[src/hdl/sha256_pkg.sv]
// sha256_pkg: shared types and constants of the sha-256 hash engine
// transaction structs, sequencer states, core command struct, round and initial constants
// no dependencies
package sha256_pkg;

  // input transaction: one big-endian message word
  typedef struct packed {
    logic [31:0] data_word;
    logic [2:0]  byte_count;
    logic        last;
  } sha256_in_t;

  // output transaction: one digest word
  typedef struct packed {
    logic [31:0] digest_word;
    logic        digest_last;
  } sha256_out_t;

  // sequencer states
  typedef enum logic [2:0] {
    S_IDLE,
    S_MARK,
    S_FILL,
    S_LENLO,
    S_COMP,
    S_ADD,
    S_OUT
  } sha256_state_e;

  // commands from the sequencer to the datapath
  typedef struct packed {
    logic        push;
    logic [31:0] push_word;
    logic        load_vars;
    logic        round_en;
    logic [5:0]  round_idx;
    logic        add_hash;
    logic        restart;
  } sha256_cmd_t;

  // digest readout request from the sequencer
  typedef struct packed {
    logic       emit;
    logic [2:0] emit_idx;
  } sha256_emit_t;

  localparam logic [31:0] INIT_H [8] = '{
    32'h6a09e667, 32'hbb67ae85, 32'h3c6ef372, 32'ha54ff53a,
    32'h510e527f, 32'h9b05688c, 32'h1f83d9ab, 32'h5be0cd19
  };

  localparam logic [31:0] ROUND_K [64] = '{
    32'h428a2f98, 32'h71374491, 32'hb5c0fbcf, 32'he9b5dba5,
    32'h3956c25b, 32'h59f111f1, 32'h923f82a4, 32'hab1c5ed5,
    32'hd807aa98, 32'h12835b01, 32'h243185be, 32'h550c7dc3,
    32'h72be5d74, 32'h80deb1fe, 32'h9bdc06a7, 32'hc19bf174,
    32'he49b69c1, 32'hefbe4786, 32'h0fc19dc6, 32'h240ca1cc,
    32'h2de92c6f, 32'h4a7484aa, 32'h5cb0a9dc, 32'h76f988da,
    32'h983e5152, 32'ha831c66d, 32'hb00327c8, 32'hbf597fc7,
    32'hc6e00bf3, 32'hd5a79147, 32'h06ca6351, 32'h14292967,
    32'h27b70a85, 32'h2e1b2138, 32'h4d2c6dfc, 32'h53380d13,
    32'h650a7354, 32'h766a0abb, 32'h81c2c92e, 32'h92722c85,
    32'ha2bfe8a1, 32'ha81a664b, 32'hc24b8b70, 32'hc76c51a3,
    32'hd192e819, 32'hd6990624, 32'hf40e3585, 32'h106aa070,
    32'h19a4c116, 32'h1e376c08, 32'h2748774c, 32'h34b0bcb5,
    32'h391c0cb3, 32'h4ed8aa4a, 32'h5b9cca4f, 32'h682e6ff3,
    32'h748f82ee, 32'h78a5636f, 32'h84c87814, 32'h8cc70208,
    32'h90befffa, 32'ha4506ceb, 32'hbef9a3f7, 32'hc67178f2
  };

  localparam logic [31:0] PAD_MARK = 32'h80000000;

endpackage

[src/hdl/sha256_core.sv]
// sha256_core: hash state, working variables, schedule shift window and the shared round unit
// one compression round per enabled cycle under commands from sha256_ctrl
// depends on sha256_pkg
module sha256_core (
  input  logic                   clk_i,
  input  logic                   rst_ni,
  input  sha256_pkg::sha256_cmd_t cmd_i,
  output logic [7:0][31:0]       hash_o
);

  logic [7:0][31:0]  hash_q, hash_d;
  logic [7:0][31:0]  vars_q, vars_d;
  logic [15:0][31:0] win_q, win_d;

  logic [31:0] sched_new, w_t, t1, t2;
  logic [31:0] ea, eb, ec, ed, ee, ef, eg, eh;

  function automatic logic [31:0] big_sigma0(input logic [31:0] x);
    big_sigma0 = {x[1:0], x[31:2]} ^ {x[12:0], x[31:13]} ^ {x[21:0], x[31:22]};
  endfunction

  function automatic logic [31:0] big_sigma1(input logic [31:0] x);
    big_sigma1 = {x[5:0], x[31:6]} ^ {x[10:0], x[31:11]} ^ {x[24:0], x[31:25]};
  endfunction

  function automatic logic [31:0] small_sigma0(input logic [31:0] x);
    small_sigma0 = {x[6:0], x[31:7]} ^ {x[17:0], x[31:18]} ^ {3'b000, x[31:3]};
  endfunction

  function automatic logic [31:0] small_sigma1(input logic [31:0] x);
    small_sigma1 = {x[16:0], x[31:17]} ^ {x[18:0], x[31:19]} ^ {10'b0, x[31:10]};
  endfunction

  // message schedule: window holds w[t..t+15], oldest at index 0
  assign w_t       = win_q[0];
  assign sched_new = small_sigma1(win_q[14]) + win_q[9] + small_sigma0(win_q[1]) + win_q[0];

  // round unit on a..h
  assign ea = vars_q[0];
  assign eb = vars_q[1];
  assign ec = vars_q[2];
  assign ed = vars_q[3];
  assign ee = vars_q[4];
  assign ef = vars_q[5];
  assign eg = vars_q[6];
  assign eh = vars_q[7];
  assign t1 = eh + big_sigma1(ee) + ((ee & ef) ^ (~ee & eg))
            + sha256_pkg::ROUND_K[cmd_i.round_idx] + w_t;
  assign t2 = big_sigma0(ea) + ((ea & eb) ^ (ea & ec) ^ (eb & ec));

  // next window: shift in a message word or a scheduled word
  always_comb begin
    win_d = win_q;
    if (cmd_i.push) begin
      win_d = {cmd_i.push_word, win_q[15:1]};
    end else if (cmd_i.round_en) begin
      win_d = {sched_new, win_q[15:1]};
    end
  end

  // next hash state and working variables
  always_comb begin
    hash_d = hash_q;
    vars_d = vars_q;
    if (cmd_i.restart) begin
      for (int i = 0; i < 8; i++) begin
        hash_d[i] = sha256_pkg::INIT_H[i];
      end
      vars_d = '0;
    end else if (cmd_i.add_hash) begin
      for (int i = 0; i < 8; i++) begin
        hash_d[i] = hash_q[i] + vars_q[i];
      end
    end else if (cmd_i.load_vars) begin
      vars_d = hash_q;
    end else if (cmd_i.round_en) begin
      vars_d[0] = t1 + t2;
      vars_d[1] = ea;
      vars_d[2] = eb;
      vars_d[3] = ec;
      vars_d[4] = ed + t1;
      vars_d[5] = ee;
      vars_d[6] = ef;
      vars_d[7] = eg;
    end
  end

  // state registers
  always_ff @(posedge clk_i or negedge rst_ni) begin
    if (!rst_ni) begin
      for (int i = 0; i < 8; i++) begin
        hash_q[i] <= sha256_pkg::INIT_H[i];
      end
      vars_q <= '0;
    end else begin
      hash_q <= hash_d;
      vars_q <= vars_d;
    end
  end

  // schedule window is written before it is read
  always_ff @(posedge clk_i) begin
    win_q <= win_d;
  end

  assign hash_o = hash_q;

`ifndef SYNTHESIS
  // a restart always lands on the initial hash values
  assert property (@(posedge clk_i) disable iff (!rst_ni)
    cmd_i.restart |=> (hash_q[0] == sha256_pkg::INIT_H[0] && hash_q[7] == sha256_pkg::INIT_H[7]))
    else $error("hash state not reinitialized after restart");
  // the window never takes a message word and a scheduled word at once
  assert property (@(posedge clk_i) disable iff (!rst_ni)
    !(cmd_i.push && cmd_i.round_en))
    else $error("push and round in the same cycle");
  // working variables are loaded only outside a round
  assert property (@(posedge clk_i) disable iff (!rst_ni)
    cmd_i.load_vars |-> !cmd_i.round_en && !cmd_i.add_hash)
    else $error("variable load collides with round or add");
`endif

endmodule

[src/hdl/sha256_ctrl.sv]
// sha256_ctrl: sequencer of the hash engine
// word gathering, padding, bit length, round counter and digest readout
// depends on sha256_pkg
module sha256_ctrl (
  input  logic                     clk_i,
  input  logic                     rst_ni,
  input  logic                     in_valid_i,
  output logic                     in_stall_o,
  input  sha256_pkg::sha256_in_t   in_data_i,
  input  logic                     out_free_i,
  output sha256_pkg::sha256_cmd_t  cmd_o,
  output sha256_pkg::sha256_emit_t emit_o
);

  sha256_pkg::sha256_state_e state_q, state_d;
  sha256_pkg::sha256_state_e ret_q, ret_d;
  sha256_pkg::sha256_state_e after_push;

  logic [3:0]  word_idx_q, word_idx_d;
  logic [5:0]  round_q, round_d;
  logic [2:0]  out_idx_q, out_idx_d;
  logic [63:0] bit_len_q, bit_len_d;

  logic        in_accept;
  logic [2:0]  count_eff;
  logic [31:0] last_word;

  assign in_stall_o = (state_q != sha256_pkg::S_IDLE);
  assign in_accept  = in_valid_i && !in_stall_o;

  // effective byte count: full word unless a short last word
  assign count_eff = (!in_data_i.last || in_data_i.byte_count > 3'd4) ? 3'd4
                                                                      : in_data_i.byte_count;

  // short last word: keep leading bytes and place the 0x80 byte after them
  always_comb begin
    unique case (count_eff[1:0])
      2'd0: last_word = sha256_pkg::PAD_MARK;
      2'd1: last_word = {in_data_i.data_word[31:24], 24'h800000};
      2'd2: last_word = {in_data_i.data_word[31:16], 16'h8000};
      default: last_word = {in_data_i.data_word[31:8], 8'h80};
    endcase
  end

  // next state and commands
  always_comb begin
    state_d    = state_q;
    ret_d      = ret_q;
    word_idx_d = word_idx_q;
    round_d    = round_q;
    out_idx_d  = out_idx_q;
    bit_len_d  = bit_len_q;
    after_push = state_q;
    cmd_o      = '0;
    emit_o     = '0;
    cmd_o.round_idx = round_q;

    unique case (state_q)
      sha256_pkg::S_IDLE: begin
        if (in_accept) begin
          cmd_o.push = 1'b1;
          bit_len_d  = bit_len_q + {58'd0, count_eff, 3'b000};
          if (!in_data_i.last) begin
            cmd_o.push_word = in_data_i.data_word;
            after_push      = sha256_pkg::S_IDLE;
          end else if (count_eff[2]) begin
            cmd_o.push_word = in_data_i.data_word;
            after_push      = sha256_pkg::S_MARK;
          end else begin
            cmd_o.push_word = last_word;
            after_push      = sha256_pkg::S_FILL;
          end
        end
      end
      sha256_pkg::S_MARK: begin
        cmd_o.push      = 1'b1;
        cmd_o.push_word = sha256_pkg::PAD_MARK;
        after_push      = sha256_pkg::S_FILL;
      end
      sha256_pkg::S_FILL: begin
        cmd_o.push = 1'b1;
        if (word_idx_q == 4'd14) begin
          cmd_o.push_word = bit_len_q[63:32];
          after_push      = sha256_pkg::S_LENLO;
        end else begin
          cmd_o.push_word = '0;
          after_push      = sha256_pkg::S_FILL;
        end
      end
      sha256_pkg::S_LENLO: begin
        cmd_o.push      = 1'b1;
        cmd_o.push_word = bit_len_q[31:0];
        after_push      = sha256_pkg::S_OUT;
      end
      sha256_pkg::S_COMP: begin
        cmd_o.round_en = 1'b1;
        round_d        = round_q + 6'd1;
        if (round_q == 6'd63) begin
          state_d = sha256_pkg::S_ADD;
        end
      end
      sha256_pkg::S_ADD: begin
        cmd_o.add_hash = 1'b1;
        state_d        = ret_q;
      end
      sha256_pkg::S_OUT: begin
        if (out_free_i) begin
          emit_o.emit     = 1'b1;
          emit_o.emit_idx = out_idx_q;
          out_idx_d       = out_idx_q + 3'd1;
          if (out_idx_q == 3'd7) begin
            cmd_o.restart = 1'b1;
            bit_len_d     = '0;
            word_idx_d    = '0;
            state_d       = sha256_pkg::S_IDLE;
          end
        end
      end
      default: begin
        state_d = sha256_pkg::S_IDLE;
      end
    endcase

    // a push that fills the block starts a compression first
    if (cmd_o.push) begin
      word_idx_d = word_idx_q + 4'd1;
      if (word_idx_q == 4'd15) begin
        cmd_o.load_vars = 1'b1;
        ret_d           = after_push;
        state_d         = sha256_pkg::S_COMP;
      end else begin
        state_d = after_push;
      end
    end
  end

  // state register and counters
  always_ff @(posedge clk_i or negedge rst_ni) begin
    if (!rst_ni) begin
      state_q    <= sha256_pkg::S_IDLE;
      ret_q      <= sha256_pkg::S_IDLE;
      word_idx_q <= '0;
      round_q    <= '0;
      out_idx_q  <= '0;
      bit_len_q  <= '0;
    end else begin
      state_q    <= state_d;
      ret_q      <= ret_d;
      word_idx_q <= word_idx_d;
      round_q    <= round_d;
      out_idx_q  <= out_idx_d;
      bit_len_q  <= bit_len_d;
    end
  end

`ifndef SYNTHESIS
  // the last round always hands over to the hash update
  assert property (@(posedge clk_i) disable iff (!rst_ni)
    (state_q == sha256_pkg::S_COMP && round_q == 6'd63) |=> state_q == sha256_pkg::S_ADD)
    else $error("compression did not end in hash update");
  // the low length word always closes a block
  assert property (@(posedge clk_i) disable iff (!rst_ni)
    state_q == sha256_pkg::S_LENLO |-> word_idx_q == 4'd15)
    else $error("length word misplaced in block");
  // after the eighth digest word the message state is cleared
  assert property (@(posedge clk_i) disable iff (!rst_ni)
    (emit_o.emit && emit_o.emit_idx == 3'd7) |=> (bit_len_q == '0 && word_idx_q == '0))
    else $error("message state not cleared after digest");
`endif

endmodule

[src/hdl/sha256_hash_engine.sv]
// sha256_hash_engine: top level of the streaming sha-256 hash engine
// ties sha256_ctrl and sha256_core together and holds the digest output register
// depends on sha256_pkg, sha256_ctrl, sha256_core
//
//   channel | direction | handshake             | payload
//   in      | input     | in_valid_i/in_stall_o | in_data_i  (data_word, byte_count, last)
//   out     | output    | out_valid_o/out_stall_i | out_data_o (digest_word, digest_last)
//
// a word that does not finish a block is pushed into the window; the sixteenth word of a block
// also starts 64 rounds of the shared round unit and one hash update, with the input stalled
// a last word adds its padding words (up to 18) plus one or two compressions,
// then the eight digest words are handed out through the output register
// reset clears control, hash state and length at once; no clearing pass
// the output register holds a digest word under out_stall_i; the readout waits while it is full and stalled
module sha256_hash_engine (
  input  logic                    clk_i,
  input  logic                    rst_ni,
  input  logic                    in_valid_i,
  output logic                    in_stall_o,
  input  sha256_pkg::sha256_in_t  in_data_i,
  output logic                    out_valid_o,
  input  logic                    out_stall_i,
  output sha256_pkg::sha256_out_t out_data_o
);

  sha256_pkg::sha256_cmd_t  cmd;
  sha256_pkg::sha256_emit_t emit;
  logic [7:0][31:0]         hash;
  logic                     out_free;
  logic                     out_valid_q, out_valid_d;
  sha256_pkg::sha256_out_t  out_data_q, out_data_d;

  sha256_ctrl u_ctrl (
    .clk_i      (clk_i),
    .rst_ni     (rst_ni),
    .in_valid_i (in_valid_i),
    .in_stall_o (in_stall_o),
    .in_data_i  (in_data_i),
    .out_free_i (out_free),
    .cmd_o      (cmd),
    .emit_o     (emit)
  );

  sha256_core u_core (
    .clk_i  (clk_i),
    .rst_ni (rst_ni),
    .cmd_i  (cmd),
    .hash_o (hash)
  );

  // output register: free when empty or being taken
  assign out_free = !out_valid_q || !out_stall_i;

  always_comb begin
    out_valid_d = out_valid_q;
    out_data_d  = out_data_q;
    if (emit.emit) begin
      out_valid_d            = 1'b1;
      out_data_d.digest_word = hash[emit.emit_idx];
      out_data_d.digest_last = (emit.emit_idx == 3'd7);
    end else if (!out_stall_i) begin
      out_valid_d = 1'b0;
    end
  end

  always_ff @(posedge clk_i or negedge rst_ni) begin
    if (!rst_ni) begin
      out_valid_q <= 1'b0;
    end else begin
      out_valid_q <= out_valid_d;
    end
  end

  always_ff @(posedge clk_i) begin
    out_data_q <= out_data_d;
  end

  assign out_valid_o = out_valid_q;
  assign out_data_o  = out_data_q;

`ifndef SYNTHESIS
  // a digest word is never loaded over one that is still held
  assert property (@(posedge clk_i) disable iff (!rst_ni)
    emit.emit |-> out_free)
    else $error("digest word overwrites a pending transaction");
  // no input is taken while the digest is being read out
  assert property (@(posedge clk_i) disable iff (!rst_ni)
    emit.emit |-> in_stall_o)
    else $error("input accepted during digest readout");
  // the final digest word is followed by an idle engine
  assert property (@(posedge clk_i) disable iff (!rst_ni)
    (emit.emit && emit.emit_idx == 3'd7) |=> !in_stall_o)
    else $error("engine not idle after digest");
`endif

endmodule

[config.mk]
export PLATFORM = sky130hd
export DESIGN_NAME = sha256_hash_engine
export DESIGN_NICKNAME = d
export VERILOG_FILES = /design/src/hdl/sha256_pkg.sv /design/src/hdl/sha256_core.sv /design/src/hdl/sha256_ctrl.sv /design/src/hdl/sha256_hash_engine.sv
export SDC_FILE = /design/constraint.sdc
export NUM_CORES = 2
export LEC_CHECK = 0
export BUFFER_PORTS_ARGS = -buffer_cell sky130_fd_sc_hd__buf_2
export CAP_MARGIN = 20
export CELL_PAD_IN_SITES_DETAIL_PLACEMENT = 2
export CELL_PAD_IN_SITES_GLOBAL_PLACEMENT = 2
export CORE_MARGIN = 3
export CORE_UTILIZATION = 40
export DETAILED_ROUTE_END_ITERATION = 12
export PLACE_DENSITY = 0.78
export SYNTH_ARGS = -nofsm -noshare
export SYNTH_HDL_FRONTEND = slang
export SYNTH_SLANG_ARGS = --single-unit
export TNS_END_PERCENT = 1
[constraint.sdc]
create_clock -name clk_i -period 34.8 [get_ports clk_i]
set_input_delay 0 -clock clk_i [delete_from_list [all_inputs] [get_ports clk_i]]
set_output_delay 0 -clock clk_i [all_outputs]
set_load 0.1 [all_outputs]
* Word-level counts from Yosys, hierarchy flattened
Memory sizes are Yosys's and may differ from the RTL's.
Index checks and enable logic that the tools add are counted.
** Storage, ports and cells
- Bits in writable memories :: 0
- Word-level logic and storage cells :: 180
- Latch bits :: 0
- ROM bits :: 2048
- Register bits after elaboration :: 1141
- Memories kept :: 1
- Input port bits :: 40
- Output and inout port bits :: 35
** Operators by class
- Order comparisons :: 3
- Add/sub/neg operators :: 22
- Multiplexer cells :: 49
- Divide/modulo/power cells :: 0
- Shift-type cells :: 0
- Bitwise operators :: 18
- Reduce and logical (&&, ||, !) cells :: 24
- Equality and inequality tests :: 22
- Multipliers :: 0
** Memories
- (no name shown) :: words 64, bits a word 32, read ports 1, clocked after memory_dff 0, wr ports 0, RTL line sha256_core.sv:48 : + sha256_pkg::ROUND_K[cmd_i.round_idx] + w_t;
** Operators by type and width (number)
- 2-to-1 mux 256 bit :: 6
- 2-to-1 mux 512 bit :: 2
- adder 32 bit :: 18
- bitwise XOR 32 bit :: 9
- 2-to-1 mux 32 bit :: 6
- 2-to-1 mux 64 bit :: 3
- bitwise AND 32 bit :: 5
- one-hot mux 33 bit (4 select lines) :: 1
- one-hot mux 64 bit (2 select lines) :: 1
- binary-select mux 32 bit (select 3 bit) :: 1
- one-hot mux 32 bit (3 select lines) :: 1
- adder 64 x 6 -> 64 bit :: 1
- 2-to-1 mux 33 bit :: 1
- NOT 32 bit :: 1
- bitwise XOR 32 x 22 -> 32 bit :: 1
- bitwise XOR 32 x 29 -> 32 bit :: 1
- 2-to-1 mux 3 bit :: 8
- 2-to-1 mux 4 bit :: 6
- one-hot mux 3 bit (4 select lines) :: 2
- equality test 3 bit, second input constant :: 5
- nonzero test 2 bit :: 6
- 2-to-1 mux 1 bit :: 10
- equality test 4 bit, second input constant :: 2
- inequality test 2 x 1 -> 1 bit, second input constant :: 4
- 26 further kinds :: 37

* Depth between registers and ports, before layout
- Depth after elaboration :: 13
- Depth in mapped cells :: 41
- Mapped depth without buffers :: 39

* Hierarchy
A second synthesis with hierarchy kept.
** Unflattened totals
- Cell total of the unflattened synthesis :: 6947
- Area, all modules :: 73030.0 sq um
** Modules (own cells, without submodules)
- sha256_core :: times used 1, cells an instance 6182, seq. area each 28357.2 sq um, area each 64772.1 sq um
- sha256_ctrl :: times used 1, cells an instance 614, seq. area each 2001.9 sq um, area each 5280.1 sq um
- sha256_hash_engine :: times used 1, cells an instance 151, seq. area each 1016.0 sq um, area each 2977.9 sq um

* Worst setup path after synthesis
OpenSTA, ideal clock, no wires.
- Path kind :: flip-flop to flip-flop
- From :: register u_ctrl.state_q[1]
- To :: register u_core.win_q, in the netlist u_core.w_t[0], enable pin
- Clock period less this slack :: 13936 ps
- Library setup time :: 3641 ps
- Slack :: 20864 ps
- Cell stages (with the launch flop) :: 9
- Path buffers :: 5
- Data arrival time :: 10295 ps
- Data required time :: 31159 ps
- Cells stage by stage :: dfrtp_1 clkbuf_1 inv_1 nand3_1 clkbuf_1 clkbuf_1 clkbuf_1 clkbuf_1 nand2_1
** Between the ends
- Word-level cells in the longest chain between the ends :: 6
- Elaborated cells on any way between the ends :: 12
- Classes of those cells :: eq/ne: 4; mux: 3; reduce/logical: 5
** Ends and longest elaborated chain
- from (decl) :: RTL line sha256_ctrl.sv:15 : sha256_pkg::sha256_state_e state_q, state_d;
- from (signal assigned) :: RTL line sha256_ctrl.sv:140 : state_q <= sha256_pkg::S_IDLE;
- from (signal assigned) :: RTL line sha256_ctrl.sv:147 : state_q <= state_d;
- nonzero test 3 bit :: RTL line sha256_ctrl.sv:28 : assign in_stall_o = (state_q != sha256_pkg::S_IDLE);
- logical NOT 1 bit :: RTL line sha256_ctrl.sv:29 : assign in_accept = in_valid_i && !in_stall_o;
- logical AND 1 bit :: RTL line sha256_ctrl.sv:29
- 2-to-1 mux 33 bit :: RTL line sha256_ctrl.sv:60 : if (in_accept) begin
- one-hot mux 33 bit (4 select lines) :: RTL line sha256_ctrl.sv:58 : unique case (state_q)
- nonzero test 2 bit (no line) (*)
- to (signal assigned) :: RTL line sha256_core.sv:103 : win_q <= win_d;
- to (decl) :: RTL line sha256_core.sv:13 : logic [15:0][31:0] win_q, win_d;
Mark *: on every way between the ends. The rest lies on a longest branch, timed or not.
A chain may end at the register's enable or synchronous reset.

* Final worst setup path
- From :: register u_ctrl.round_q[1]
- To :: register u_core.vars_q, in the netlist u_core.ea[31]
** Between the ends
- Word-level cells in the longest chain between the ends :: 11
** Ends and longest elaborated chain
- from (decl) :: RTL line sha256_ctrl.sv:20 : logic [5:0] round_q, round_d;
- from (signal assigned) :: RTL line sha256_ctrl.sv:150 : round_q <= round_d;
- NOT 6 -> 7 bit (not written as such) :: RTL line sha256_core.sv:48
- memory (64 x 32 bit)
- 2-to-1 mux 32 bit (not written as such) (2 in a row) :: RTL line sha256_core.sv:48
- adder 32 bit (2 in a row) :: RTL line sha256_core.sv:48
- adder 32 bit :: RTL line sha256_core.sv:77 : vars_d[0] = t1 + t2;
- 2-to-1 mux 256 bit :: RTL line sha256_core.sv:76 : end else if (cmd_i.round_en) begin
- 2-to-1 mux 256 bit :: RTL line sha256_core.sv:74 : end else if (cmd_i.load_vars) begin
- 2-to-1 mux 256 bit :: RTL line sha256_core.sv:70 : end else if (cmd_i.add_hash) begin
- 2-to-1 mux 256 bit :: RTL line sha256_core.sv:65 : if (cmd_i.restart) begin
- to (signal assigned) :: RTL line sha256_core.sv:97 : vars_q <= vars_d;
- to (decl) :: RTL line sha256_core.sv:12 : logic [7:0][31:0] vars_q, vars_d;
No other way between the ends. The select of a mux whose other input is x is not followed.

==> run metrics <==
number of library cell types mapped by synthesis 100; CTS clk-pin slew, worst paths about 0.070 ns; Die X approximately 430 um; CP max FO 18; first drt pass iteration count 6; number of global-route vias before repair roughly 67000; first-iteration detailed-routing DRC count just under 7000; flip-flop and latch area between 30000 and 40000 um2; startpoint types flip-flop; height of the die 430 um; worst reg2reg path endpoint u_core.ea[31]$_DFFE_PN0P_; minimum clock period approximately 11 ns; most frequent cells in the layout 719 x a21oi_1, 682 x o21ai_0, 672 x nand2_1, 545 x edfxtp_1, 464 x nor2_1; Worst Path Arrival 12.07 ns; R2R Setup Slk ~23 ns; Detail Route Antenna Nets 0; HP Class input port to flip-flop; vias per std cell around 6.5; nature of the critical path endpoint flip-flop; initial core utilization roughly two fifths; fillers 18500; Post-Route Utilization 45.0%; routability cong. 0.939; io pins 75; Total Die Area about 180000 um2; R2R cell count 32; largest net degree at the start of global routing around 200; critical path type flip-flop to flip-flop; cts bufs inserted between 100 and 150; CP max-delay cell dfrtp_1; most common cell after layout, fill and taps aside a21oi_1; # rows between 150 and 200; port bufs 74; dpl cells 9443; Post-Syn Area 71900 um2; share of synthesized flip-flops with an asynchronous set or reset 52.1%; crit path from u_ctrl.round_q[1]$_DFFE_PN0P_; layout cells sized above 1 under 10%; leading post-synthesis cells by cell area edfxtp_1 23%, dfrtp_1 16%, ha_1 6.9%; Area Overhead vs Synth 11.1%; DP Wirelength around 230 mm; Clock Sinks about 1100; Non-Filler Instances between 9000 and 10000; post-synthesis sequential area ratio 43.6%; clk_lat worst skew ~0.85 ns; total gr overflow 0; Synth top area share between 20% and 30%; endpoints failing setup 0; Clock Root Buffer clkbuf_16; maxcap violations 0; Main synth FF type edfxtp_1; Fin Hold WS 0.116 ns; # H-tree levels 4; total negative setup slack 0 ns; DRT Wirelength 337 mm; GR Util All Layers 35.8%; Final Max Tran Viols 0; core area around 180000 um2; initial antenna violation count 18; Worst-Margin Slew ~1.4 ns; CTS tree built; Multi-input gate area roughly 38000 um2; Yosys top cell by area edfxtp_1; Syn Area/Cell around 10 um2; Max clock buf depth 3; Syn Inst Count roughly 7300; number of synthesized register bits approximately 1100; DR DRC count 0; Avg WL per Cell roughly 35 um; RSZ-0062 raised after global routing false; ratio of final minimum period to clock period 32.7%; FF-to-FF Start u_ctrl.round_q[1]$_DFFE_PN0P_; Final Hold Viols 0; CP endpoint u_core.ea[31]$_DFFE_PN0P_; routed vias approximately 63000; Syn Nets 7977; headroom to the max-slew limit under 10%; slowest stage delay, CP between 0.8 and 0.9 ns; clk_skew 0.0791 ns; achievable frequency between 80 and 90 MHz; first-pass GRT wire length between 400 and 500 mm; outcome complete, no violations; Post-synth EDFFs about 550; post-CTS setup buffers 0; final net count between 7000 and 8000; CP Data Required Time about 36 ns; YS warnings 0
how the worst min path moves through the flow:
stage | start | endpoint | slack, ns | depth (start not counted)
floorplan | rst_ni | out_valid_o$_DFFE_PN0P_ | -0.30 | 0
global placement | rst_ni | u_ctrl.round_q[0]$_DFFE_PN0P_ | 0.03 | 1
detailed placement | rst_ni | u_ctrl.round_q[3]$_DFFE_PN0P_ | 0.02 | 1
CTS | in_data_i[17] | u_core.win_q[493]$_DFFE_PP_ | 0.04 | 4
global route | in_data_i[4] | u_core.win_q[480]$_DFFE_PP_ | 0.06 | 4
finish | in_data_i[17] | u_core.win_q[493]$_DFFE_PP_ | 0.12 | 4
metrics by stage:
step | instance area, um2 | worst slack (ns)
finish | 79900 | 23.43
global route | 79900 | 23.03
floorplan | 71900 | 20.86
CTS | 79800 | 23.91
detailed placement | 74600 | 24.22
global placement | 74600 | 24.47
critical path, delay by kind of cell (launching register included):
| kind | cells | cell delay (ns) |
|---|---|---|
| buffers and inverters | 4 | 0.98 |
| adders and majority gates | 7 | 3.52 |
| AOI/OAI and AO/OA | 13 | 4.10 |
| DFF | 1 | 0.82 |
| xor gates and xnor gates | 3 | 0.83 |
| and+or+nand+nor | 5 | 1.03 |
synthesized netlist by cell type, types with 62 or more instances:
cell / n
inv_1: 283
nand2b_1: 62
nor2_1: 468
nand2_1: 680
ha_1: 398
nor3_1: 132
dfrtp_1: 457
o21ai_0: 684
a21oi_1: 719
xor2_1: 238
a21o_1: 176
and3_1: 259
clkbuf_1: 373
nand3_1: 255
edfxtp_1: 545
dfstp_2: 136
fa_1: 196
xnor2_1: 395
logic make-up after synthesis:
group / synth area share, %
simple gates: 13.5
compound gates: 17.9
fa+ha+maj: 12.7
buf+inv: 3.63
xor+xnor: 7.74
mux: 0.842
flops: 43.6
flip-flops by register name, indices dropped and copies added, names as in the netlist, 33 cells and up:
signal	cells
out_data_o	33
u_core.hash_o	256
u_core.win_q	480
u_ctrl.bit_len_q	61
layer usage:
metal  up-vias  GRT usage (%)  part of all wire, %
met3       986           7.68                  7.7
met2      2818           55.8                   45
met5         -              0                0.023
met1     33300           46.7                   41
met4        12           18.7                  6.1
li1      26200              -                    -
cell type report:
cell class	count	share of cell area, %
antenna	6	0.0188
clock inverter	64	1.02
tap	2340	3.67
multi-input combinational	5510	47.6
sequential	1138	39.3
timing repair buffer	222	2.25
inverter	287	1.35
clock buffer	193	4.78
repair_timing:
action,CTS,global route
hold buffers,49,0
gates resized for setup,0,0
endpoints found under the hold margin,192,0
Power is not shown: default switching activity piles up to over one toggle a cycle in this logic, so the estimate is an artifact.
